<file path="config.mk">
export PLATFORM = sky130hd
export DESIGN_NAME = utf8_stream_decoder_flat
export DESIGN_NICKNAME = d
export VERILOG_FILES = /design/src/rtl/core/u8sd_pkg.sv /design/src/rtl/core/u8sd_byte_if.sv /design/src/rtl/core/u8sd_char_if.sv /design/src/rtl/core/utf8_stream_decoder.sv /design/src/flat_wrapper.sv
export SDC_FILE = /design/constraint.sdc
export NUM_CORES = 1
export LEC_CHECK = 0
export ABC_CLOCK_PERIOD_IN_PS = 4250
export BUFFER_PORTS_ARGS = -buffer_cell sky130_fd_sc_hd__buf_4
export CAP_MARGIN = 40
export CORE_MARGIN = 1.5
export CORE_UTILIZATION = 51
export DETAILED_ROUTE_END_ITERATION = 12
export HOLD_SLACK_MARGIN = 0.02
export PLACE_DENSITY_LB_ADDON = 0.08
export SYNTH_ARGS = -nofsm -noshare
export SYNTH_HDL_FRONTEND = slang
export SYNTH_SLANG_ARGS = --single-unit
</file>
<file path="constraint.sdc">
create_clock -name clk_i -period 4.25 [get_ports clk_i]
set_input_delay 0.425 -clock clk_i [delete_from_list [all_inputs] [get_ports clk_i]]
set_output_delay 0.425 -clock clk_i [all_outputs]
set_load 0.1 [all_outputs]
</file>
<file path="src/rtl/core/u8sd_pkg.sv">
`timescale 1ns / 1ps

package u8sd_pkg;

  // Field widths of the byte and result items
  localparam int unsigned ByteW   = 8;
  localparam int unsigned CpW     = 32;
  localparam int unsigned StatusW = 3;
  localparam int unsigned LenW    = 3;

  // Result status codes
  typedef enum logic [StatusW-1:0] {
    ST_CHAR   = 3'd0,
    ST_EOS    = 3'd1,
    ST_STRAY  = 3'd2,
    ST_BROKEN = 3'd3,
    ST_BADLEAD = 3'd4
  } status_e;

  // Lead byte prefixes and masks
  localparam logic [ByteW-1:0] MaskC0  = 8'hC0;
  localparam logic [ByteW-1:0] MaskE0  = 8'hE0;
  localparam logic [ByteW-1:0] MaskF0  = 8'hF0;
  localparam logic [ByteW-1:0] MaskF8  = 8'hF8;
  localparam logic [ByteW-1:0] MaskFC  = 8'hFC;
  localparam logic [ByteW-1:0] MaskFE  = 8'hFE;
  localparam logic [ByteW-1:0] PfxCont = 8'h80;
  localparam logic [ByteW-1:0] PfxLen2 = 8'hC0;
  localparam logic [ByteW-1:0] PfxLen3 = 8'hE0;
  localparam logic [ByteW-1:0] PfxLen4 = 8'hF0;
  localparam logic [ByteW-1:0] PfxLen5 = 8'hF8;
  localparam logic [ByteW-1:0] PfxLen6 = 8'hFC;
  localparam logic [ByteW-1:0] PfxLen7 = 8'hFE;

endpackage

</file>
<file path="src/rtl/core/u8sd_byte_if.sv">
`timescale 1ns / 1ps

interface u8sd_byte_if
  import u8sd_pkg::*;
();
  logic             valid;
  logic             ready;
  logic [ByteW-1:0] data_byte;
  logic             string_start;

  modport source (output valid, output data_byte, output string_start, input ready);
  modport sink   (input valid, input data_byte, input string_start, output ready);
endinterface

</file>
<file path="src/rtl/core/u8sd_char_if.sv">
`timescale 1ns / 1ps

interface u8sd_char_if
  import u8sd_pkg::*;
();
  logic               valid;
  logic               ready;
  logic [CpW-1:0]     code_point;
  logic [StatusW-1:0] status;
  logic [LenW-1:0]    seq_length;

  modport source (output valid, output code_point, output status, output seq_length,
                  input ready);
  modport sink   (input valid, input code_point, input status, input seq_length,
                  output ready);
endinterface

</file>
<file path="src/rtl/core/utf8_stream_decoder.sv">
`timescale 1ns / 1ps

// Extended UTF-8 byte stream decoder. One byte item enters per cycle; each byte
// passes an input register, one step of decode logic and a result register, so
// a result leaves the result register once its last byte is decoded, and the block
// sustains one byte per cycle as long as the result side keeps taking items.
// Lead bytes open sequences of 1 to 7 octets (0xFE opens seven, keeping only
// the low 32 bits of the value). Completed characters report code point and
// length; NUL reports end of string; a stray continuation, a broken sequence or
// the lead 0xFF report an error. After any of those the decoder drops bytes
// until one arrives with string_start set, which also discards an open
// sequence. Bytes that only extend a sequence produce no result item.
module utf8_stream_decoder
  import u8sd_pkg::*;
(
  input  logic clk_i,
  input  logic rst_ni,
  u8sd_byte_if.sink   in_i,
  u8sd_char_if.source out_o
);

  // Input register
  logic             stg_valid_q;
  logic [ByteW-1:0] stg_byte_q;
  logic             stg_start_q;

  // Decoder state
  logic             stopped_q, stopped_d;
  logic [LenW-1:0]  left_q, left_d;
  logic [LenW-1:0]  open_len_q, open_len_d;
  logic [CpW-1:0]   acc_q, acc_d;

  // Result register
  logic               out_valid_q;
  logic [CpW-1:0]     cp_q;
  logic [StatusW-1:0] status_q;
  logic [LenW-1:0]    len_q;

  logic               out_free;
  logic               adv;
  logic               res_vld;
  logic [CpW-1:0]     res_cp;
  status_e            res_status;
  logic [LenW-1:0]    res_len;

  logic             eff_stopped;
  logic [LenW-1:0]  eff_left;
  logic [LenW-1:0]  eff_len;
  logic [CpW-1:0]   eff_acc;
  logic [ByteW-1:0] b;

  assign out_free = !out_valid_q || out_o.ready;
  assign adv      = stg_valid_q && out_free;
  assign in_i.ready = !stg_valid_q || out_free;

  assign b = stg_byte_q;

  // Apply string start before decoding the byte
  assign eff_stopped = stopped_q && !stg_start_q;
  assign eff_left    = stg_start_q ? '0 : left_q;
  assign eff_len     = stg_start_q ? '0 : open_len_q;
  assign eff_acc     = stg_start_q ? '0 : acc_q;

  // Decode one byte against the current state
  always_comb begin
    stopped_d  = eff_stopped;
    left_d     = eff_left;
    open_len_d = eff_len;
    acc_d      = eff_acc;
    res_vld    = 1'b0;
    res_cp     = '0;
    res_status = ST_CHAR;
    res_len    = LenW'(1);
    if (eff_stopped) begin
      res_vld = 1'b0;
    end else if (eff_left != '0) begin
      if ((b & MaskC0) == PfxCont) begin
        acc_d  = {eff_acc[CpW-7:0], b[5:0]};
        left_d = eff_left - LenW'(1);
        if (eff_left == LenW'(1)) begin
          res_vld = 1'b1;
          res_cp  = acc_d;
          res_len = eff_len;
        end
      end else begin
        left_d     = '0;
        stopped_d  = 1'b1;
        res_vld    = 1'b1;
        res_status = ST_BROKEN;
        res_len    = eff_len;
      end
    end else begin
      priority if (b == '0) begin
        stopped_d  = 1'b1;
        res_vld    = 1'b1;
        res_status = ST_EOS;
      end else if (!b[7]) begin
        res_vld = 1'b1;
        res_cp  = {{(CpW-ByteW){1'b0}}, b};
      end else if ((b & MaskC0) == PfxCont) begin
        stopped_d  = 1'b1;
        res_vld    = 1'b1;
        res_status = ST_STRAY;
      end else if ((b & MaskE0) == PfxLen2) begin
        open_len_d = LenW'(2);
        left_d     = LenW'(1);
        acc_d      = {{(CpW-5){1'b0}}, b[4:0]};
      end else if ((b & MaskF0) == PfxLen3) begin
        open_len_d = LenW'(3);
        left_d     = LenW'(2);
        acc_d      = {{(CpW-4){1'b0}}, b[3:0]};
      end else if ((b & MaskF8) == PfxLen4) begin
        open_len_d = LenW'(4);
        left_d     = LenW'(3);
        acc_d      = {{(CpW-3){1'b0}}, b[2:0]};
      end else if ((b & MaskFC) == PfxLen5) begin
        open_len_d = LenW'(5);
        left_d     = LenW'(4);
        acc_d      = {{(CpW-2){1'b0}}, b[1:0]};
      end else if ((b & MaskFE) == PfxLen6) begin
        open_len_d = LenW'(6);
        left_d     = LenW'(5);
        acc_d      = {{(CpW-1){1'b0}}, b[0]};
      end else if (b == PfxLen7) begin
        open_len_d = LenW'(7);
        left_d     = LenW'(6);
        acc_d      = '0;
      end else begin
        stopped_d  = 1'b1;
        res_vld    = 1'b1;
        res_status = ST_BADLEAD;
      end
    end
  end

  // Capture incoming byte items
  always_ff @(posedge clk_i or negedge rst_ni) begin
    if (!rst_ni) begin
      stg_valid_q <= 1'b0;
    end else if (in_i.ready) begin
      stg_valid_q <= in_i.valid;
    end
  end

  always_ff @(posedge clk_i) begin
    if (in_i.valid && in_i.ready) begin
      stg_byte_q  <= in_i.data_byte;
      stg_start_q <= in_i.string_start;
    end
  end

  // Advance decoder state once per decoded byte
  always_ff @(posedge clk_i or negedge rst_ni) begin
    if (!rst_ni) begin
      stopped_q  <= 1'b0;
      left_q     <= '0;
      open_len_q <= '0;
      acc_q      <= '0;
    end else if (adv) begin
      stopped_q  <= stopped_d;
      left_q     <= left_d;
      open_len_q <= open_len_d;
      acc_q      <= acc_d;
    end
  end

  // Hold result item until taken
  always_ff @(posedge clk_i or negedge rst_ni) begin
    if (!rst_ni) begin
      out_valid_q <= 1'b0;
    end else if (out_free) begin
      out_valid_q <= adv && res_vld;
    end
  end

  always_ff @(posedge clk_i) begin
    if (adv && res_vld) begin
      cp_q     <= res_cp;
      status_q <= res_status;
      len_q    <= res_len;
    end
  end

  assign out_o.valid      = out_valid_q;
  assign out_o.code_point = cp_q;
  assign out_o.status     = status_q;
  assign out_o.seq_length = len_q;

endmodule

</file>
<file path="src/flat_wrapper.sv">
// flat-port wrapper written by rule: the top's interface ports become plain ports
module utf8_stream_decoder_flat import u8sd_pkg::*;
  (clk_i, rst_ni, in_i_valid, in_i_data_byte, in_i_string_start, in_i_ready, out_o_valid, out_o_code_point, out_o_status, out_o_seq_length, out_o_ready);
  u8sd_byte_if in_i_i ();
  u8sd_char_if out_o_i ();
  input  logic clk_i;
  input  logic rst_ni;
  input wire logic [$bits(in_i_i.valid)-1:0] in_i_valid;
  input wire logic [$bits(in_i_i.data_byte)-1:0] in_i_data_byte;
  input wire logic [$bits(in_i_i.string_start)-1:0] in_i_string_start;
  output wire logic [$bits(in_i_i.ready)-1:0] in_i_ready;
  output wire logic [$bits(out_o_i.valid)-1:0] out_o_valid;
  output wire logic [$bits(out_o_i.code_point)-1:0] out_o_code_point;
  output wire logic [$bits(out_o_i.status)-1:0] out_o_status;
  output wire logic [$bits(out_o_i.seq_length)-1:0] out_o_seq_length;
  input wire logic [$bits(out_o_i.ready)-1:0] out_o_ready;
  assign in_i_i.valid = in_i_valid;
  assign in_i_i.data_byte = in_i_data_byte;
  assign in_i_i.string_start = in_i_string_start;
  assign in_i_ready = in_i_i.ready;
  assign out_o_valid = out_o_i.valid;
  assign out_o_code_point = out_o_i.code_point;
  assign out_o_status = out_o_i.status;
  assign out_o_seq_length = out_o_i.seq_length;
  assign out_o_i.ready = out_o_ready;
  utf8_stream_decoder u_core (.clk_i(clk_i), .rst_ni(rst_ni), .in_i(in_i_i), .out_o(out_o_i));
endmodule
</file>
==> results of run 1 <==
==> layer usage <==
| metal | part of all wire | global-route usage |
|---|---|---|
| met2 | 0.45 | 0.313 |
| met5 | 0 | 0 |
| met4 | 0.019 | 0.0967 |
| met1 | 0.47 | 0.311 |
| met3 | 0.063 | 0.0386 |
==> power breakdown <==
| group | switching (mW) | internal (mW) |
|---|---|---|
| Sequential | 0.0972 | 1.01 |
| Clock | 0.291 | 0.278 |
| Combinational | 0.889 | 0.258 |
==> per-stage QoR <==
stage | cells | util | area [um2] | setup WS (ps)
after floorplan | 318 | - | 3670 | 177
after global placement | 450 | 0.604 | 4150 | 1310
after detailed placement | 450 | 0.604 | 4150 | 1220
after CTS | 466 | 0.633 | 4350 | 1210
after global routing | 466 | 0.633 | 4350 | 996
final | 466 | 0.633 | 4350 | 1230
==> final cells by class <==
| type | count | share of cell area |
|---|---|---|
| well taps | 96 | 0.0276 |
| flip-flops and latches | 82 | 0.526 |
| clock inverters | 6 | 0.0164 |
| multi-input cells | 206 | 0.292 |
| clock buffers | 10 | 0.0294 |
| repair buffers | 56 | 0.0996 |
| inverters | 10 | 0.00863 |
==> sequential cells by signal (all words and copies together) (netlist names) <==
signal                   count
u_core.stg_start_q           1
u_core.acc_q                26
u_core.stg_valid_q           1
u_core.open_len_q            3
u_core.b                     8
u_core.out_o.valid           1
u_core.stopped_q             1
u_core.out_o.status          3
u_core.out_o.code_point     32
u_core.left_q                3
u_core.out_o.seq_length      3
==> placed cells by master, fill, tap and decap left out, drive strengths merged, types with 5 or more instances in the layout <==
cell	n
clkbuf	10
buf	56
o21ai	9
o211ai	5
and3	6
nor2	22
nor2b	6
a31oi	7
edfxtp	47
nand2b	5
a21oi	13
nand2	31
a22o	20
nand3	9
dfrtp	35
inv	13
and2	30
==> worst min path at each step <==
stage                start               end  slack [ps]  cells past startpoint
floorplan           rst_ni   u_core.acc_q[0]         130                      0
global placement    rst_ni  u_core.left_q[1]         410                      1
detailed placement  rst_ni  u_core.left_q[1]         410                      1
CTS                 rst_ni  u_core.acc_q[16]          20                      1
global route        rst_ni  u_core.left_q[1]          40                      1
finish              rst_ni  u_core.left_q[1]           9                      1
==> kinds of logic (layout without fill, tap and decap cells) <==
logic type	Yosys count	count (layout)	synth area share
compound gates	77	77	0.154
flops	82	82	0.622
xor+xnor	1	1	0.00238
simple gates	125	125	0.176
buf+inv	30	82	0.0347
fa+ha+maj	3	3	0.0102
==> results.json, run 1 <==
{
  "holdWs_ps": 9.13,
  "wl_mm": 7.58,
  "coreArea_mm2": 0.00687,
  "p_leak_nw": 1.79,
  "worstSetupPathDepth": 10,
  "ios": 53,
  "die_h_um": 87.9,
  "synth_edf_count": 47,
  "gp_congestion": 0.909,
  "cp.buffers_inverters": 3,
  "cp_common_cell": "ha_1",
  "drtIter0Drc": 193,
  "slew_violations": 0,
  "fillers": 553,
  "cts_resized": 0,
  "dp_hpwl_mm": 5.22,
  "synth.top_cells.by_count": "edfxtp_1 (47), dfrtp_1 (35), nand2_1 (31)",
  "rr_endpoint": "u_core.out_o.status[1]",
  "async_reset_ff_frac": 0.427,
  "portBuffers": 52,
  "num-nets-final": 381,
  "cp-end-kind": "register",
  "crit_path_max_incr_delay_ps": 560,
  "rows": 30,
  "num_vias": 2703,
  "die_area_mm2": 0.00772,
  "yosys_warnings": 0,
  "antenna_left": 0,
  "synth-seq-cells": 82,
  "viasPerCell": 5.80,
  "fin_tns_setup_ps": 0,
  "status": "complete, no violations",
  "endpoint": "u_core.out_o.status[1]",
  "critPathLaunch": "u_core.stg_start_q",
  "yosysSeqAreaShare": 0.622,
  "min_period_over_period": 0.711,
  "crit_path_start_kind": "register",
  "avgSynthCellArea_um2": 11.6,
  "max_freq_mhz": 331,
  "min_period_ps": 3020,
  "reg2reg_depth": 10,
  "multi_input_area_mm2": 0.00127,
  "clockBufferDepth": 2,
  "post-cts-setup-buffer-count": 0,
  "powerDensity_mw_per_mm2": 650,
  "overflow": 0,
  "maxCapViolCount": 0,
  "power.total_mw": 2.83,
  "r2r_slack_ps": 1230,
  "hold_path_class": "input pin to async pin",
  "cts_buffers": 9,
  "synth_area_leader_cell": "edfxtp_1",
  "yosysUniqueCellTypes": 44,
  "yosysMostFrequentCell": "edfxtp_1",
  "critPathMaxFanout": 21,
  "grt_pass1_wl_mm": 12.3,
  "postCtsHoldBufs": 0,
  "diodes": 0,
  "worst_pin_slew_ps": 773,
  "skew_ps": 6.51,
  "syn-num-nets": 334,
  "drive_above_1_share": 0.205,
  "clock-sinks": 82,
  "routedWlPerCell_um": 16.3,
  "finalHoldViolations": 0,
  "r2r-start": "u_core.stg_start_q",
  "grt.total_usage": 0.213,
  "antenna_found_initial": 0,
  "rsz0062_at_grt": "false",
  "cts-htree-levels": 3,
  "setup_viol": 0,
  "dieWidth_um": 87.9,
  "synth_top_area_frac": 0.384,
  "slew-limit-headroom": 0.480,
  "cp.required_ps": 4320,
  "cts-root-buf": "clkbuf_8",
  "clkSlewWorstSetupHoldPaths_ps": 80,
  "grt_max_degree": 36,
  "crit_family": "compound AO/OA/AOI/OAI gates",
  "drc": 0,
  "irDropWorstVdd_mv": 0.369,
  "cpMaxStageDelayCell": "a21oi_4",
  "syn_inst": 318,
  "synth_flop_cell": "edfxtp_1",
  "grt_pass1_vias": 2512,
  "clkLatencyLatePin_ps": 350,
  "synthToLayoutAreaGrowth_pct": 18.3,
  "drt_pass1_iterations": 5,
  "netlist_area_mm2": 0.00367,
  "arrival_ps": 3090,
  "crit_chain": "buf_4, nor2b_1, inv_1, ha_1, ha_1, nand2_1, a31oi_1, a21o_1, a21oi_4, buf_12",
  "worstSetupPathType": "register to register",
  "cts_tree": "done",
  "start_util": 0.535,
  "seq_area_mm2": 0.00229,
  "synthTopCellsByArea": "edfxtp_1 (38%), dfrtp_1 (24%), and2_1 (5.1%)"
}
Power figures use the tool's default switching activity.
==> run 2, diff against run 1 <==
Settings changed: ABC_CLOCK_PERIOD_IN_PS 4250 to 2800, CORE_UTILIZATION 51 to 57.
Clock period 4.25 ns to 2.8 ns, I/O delays scaled along.
==> run 2 against run 1 <==
Effect of this change: non-clock buffer count up 16; critical path type unchanged; wire length up 9.3%; count of clock-buffer cells in the layout unchanged; sequential share of layout area decreased by 1.5 points; design area grew 3.0%.
==> results.json, run 2 (synthesis results as in run 1) <==
{
  "maxCapViolCount": 0,
  "rr_endpoint": "u_core.out_o.code_point[17]",
  "final_cell_mix": "buf_4 (68), edfxtp_1 (47), dfrtp_1 (35)",
  "grt_pass1_wl_mm": 13.6,
  "fin_tns_setup_ps": 0,
  "slew-limit-headroom": 0.631,
  "drt_pass1_iterations": 5,
  "finalHoldViolations": 0,
  "cts-root-buf": "clkbuf_8",
  "grt_pass1_vias": 2711,
  "fin_area_mm2": 0.00448,
  "viasPerCell": 6.14,
  "cts_tree": "done",
  "whs_endpoint": "u_core.b[0]",
  "p_leak_nw": 1.88,
  "holdPathStages": 1,
  "drtIter0Drc": 264,
  "cts-htree-levels": 3,
  "clockBufferDepth": 2,
  "gp_congestion": 0.917,
  "setup_viol": 0,
  "clkLatencyLatePin_ps": 350,
  "irDropWorstVdd_mv": 0.646,
  "max_freq_mhz": 401,
  "reg2reg_depth": 9,
  "rsz0062_at_grt": "false",
  "ios": 53,
  "routedWlPerCell_um": 17.9,
  "fin_util": 0.713,
  "r2r-start": "u_core.stg_start_q",
  "hp-start": "in_i_data_byte[0]",
  "hold_path_class": "input pin to register",
  "die_h_um": 83.3,
  "num_vias": 2844,
  "drive_above_1_share": 0.238,
  "arrival_ps": 2710,
  "cp-end-kind": "register",
  "r2r_slack_ps": 300,
  "placed_area_mm2": 0.00427,
  "die_area_mm2": 0.00694,
  "coreArea_mm2": 0.00628,
  "dp_hpwl_mm": 5.89,
  "critPathMaxFanout": 22,
  "clkSlewWorstSetupHoldPaths_ps": 80,
  "post-cts-setup-buffer-count": 0,
  "wl_mm": 8.29,
  "power.total_mw": 4.39,
  "start_util": 0.585,
  "mostFrequentLayoutCell": "buf_4",
  "clock-sinks": 82,
  "synthToLayoutAreaGrowth_pct": 21.8,
  "largest_reg_flops": 32,
  "postCtsHoldBufs": 1,
  "portBuffers": 52,
  "cts_buffers": 9,
  "antenna_left": 0,
  "dieWidth_um": 83.3,
  "grt_max_degree": 36,
  "drc": 0,
  "status": "complete, no violations",
  "diodes": 0,
  "rows": 29,
  "worstSetupPathType": "register to register",
  "powerDensity_mw_per_mm2": 981,
  "num-nets-final": 397,
  "grt.total_usage": 0.252,
  "min_period_over_period": 0.891,
  "cp.required_ps": 3020,
  "cts_resized": 0,
  "worst_pin_slew_ps": 549,
  "overflow": 0,
  "crit_path_start_kind": "register",
  "antenna_found_initial": 0,
  "min_period_ps": 2500,
  "skew_ps": 9.66,
  "slew_violations": 0
}
[run 2: how the worst max path moves through the flow]
stage | to | cells past startpoint | slack, ps | from
global route | u_core.out_o.code_point[15] | 9 | 150 | u_core.stg_start_q
global placement | u_core.out_o.code_point[6] | 9 | 450 | u_core.stg_start_q
CTS | u_core.out_o.code_point[20] | 9 | 300 | u_core.stg_start_q
detailed placement | u_core.out_o.code_point[22] | 9 | 310 | u_core.stg_start_q
finish | u_core.out_o.code_point[17] | 9 | 300 | u_core.stg_start_q
floorplan | u_core.out_o.code_point[0] | 10 | 50 | u_core.stg_start_q
[run 2: per-layer routing]
metal | vias to the layer above | GRT usage | wire [um]
li1 | 1311 | - | -
met1 | 1358 | 0.359 | 3670
met2 | 143 | 0.369 | 3740
met3 | 32 | 0.0537 | 612
met4 | 0 | 0.124 | 257
met5 | - | 0 | 0
[run 2: worst max-delay path, stage by stage, from the launching register on]
cell      delay [ps]
edfxtp_1         440
nor2b_2          230
inv_1             90
ha_1             210
ha_1             340
nor2_1           230
nand3_1          120
nor3_1           270
buf_4            280
and2_1           150
[run 2: power by group]
part           leakage (nW)  switching, mW  total (mW)  internal (mW)
sequential            0.924          0.126        1.66           1.54
combinational         0.860           1.40        1.85          0.450
clock                0.0954          0.452       0.877          0.425
total                  1.88           1.98        4.39           2.41
[run 2: stage by stage]
step	worst slack [ps]	hold slack (ps)	cells
final	304	105	463
after global routing	150	97.5	463
after CTS	303	99.9	463
after detailed placement	310	264	446
after global placement	453	260	446
after floorplan	50.8	-15.6	318
[run 2: cell type report]
| type | count | area, um2 |
|---|---|---|
| Tap cell | 77 | 96.3 |
| Timing Repair Buffer | 72 | 581 |
| Fill cell | 462 | 1800 |
| Multi-Input combinational cell | 206 | 1270 |
| Inverter | 10 | 37.5 |
| Clock buffer | 10 | 128 |
| Clock inverter | 6 | 73.8 |
| Sequential cell | 82 | 2290 |
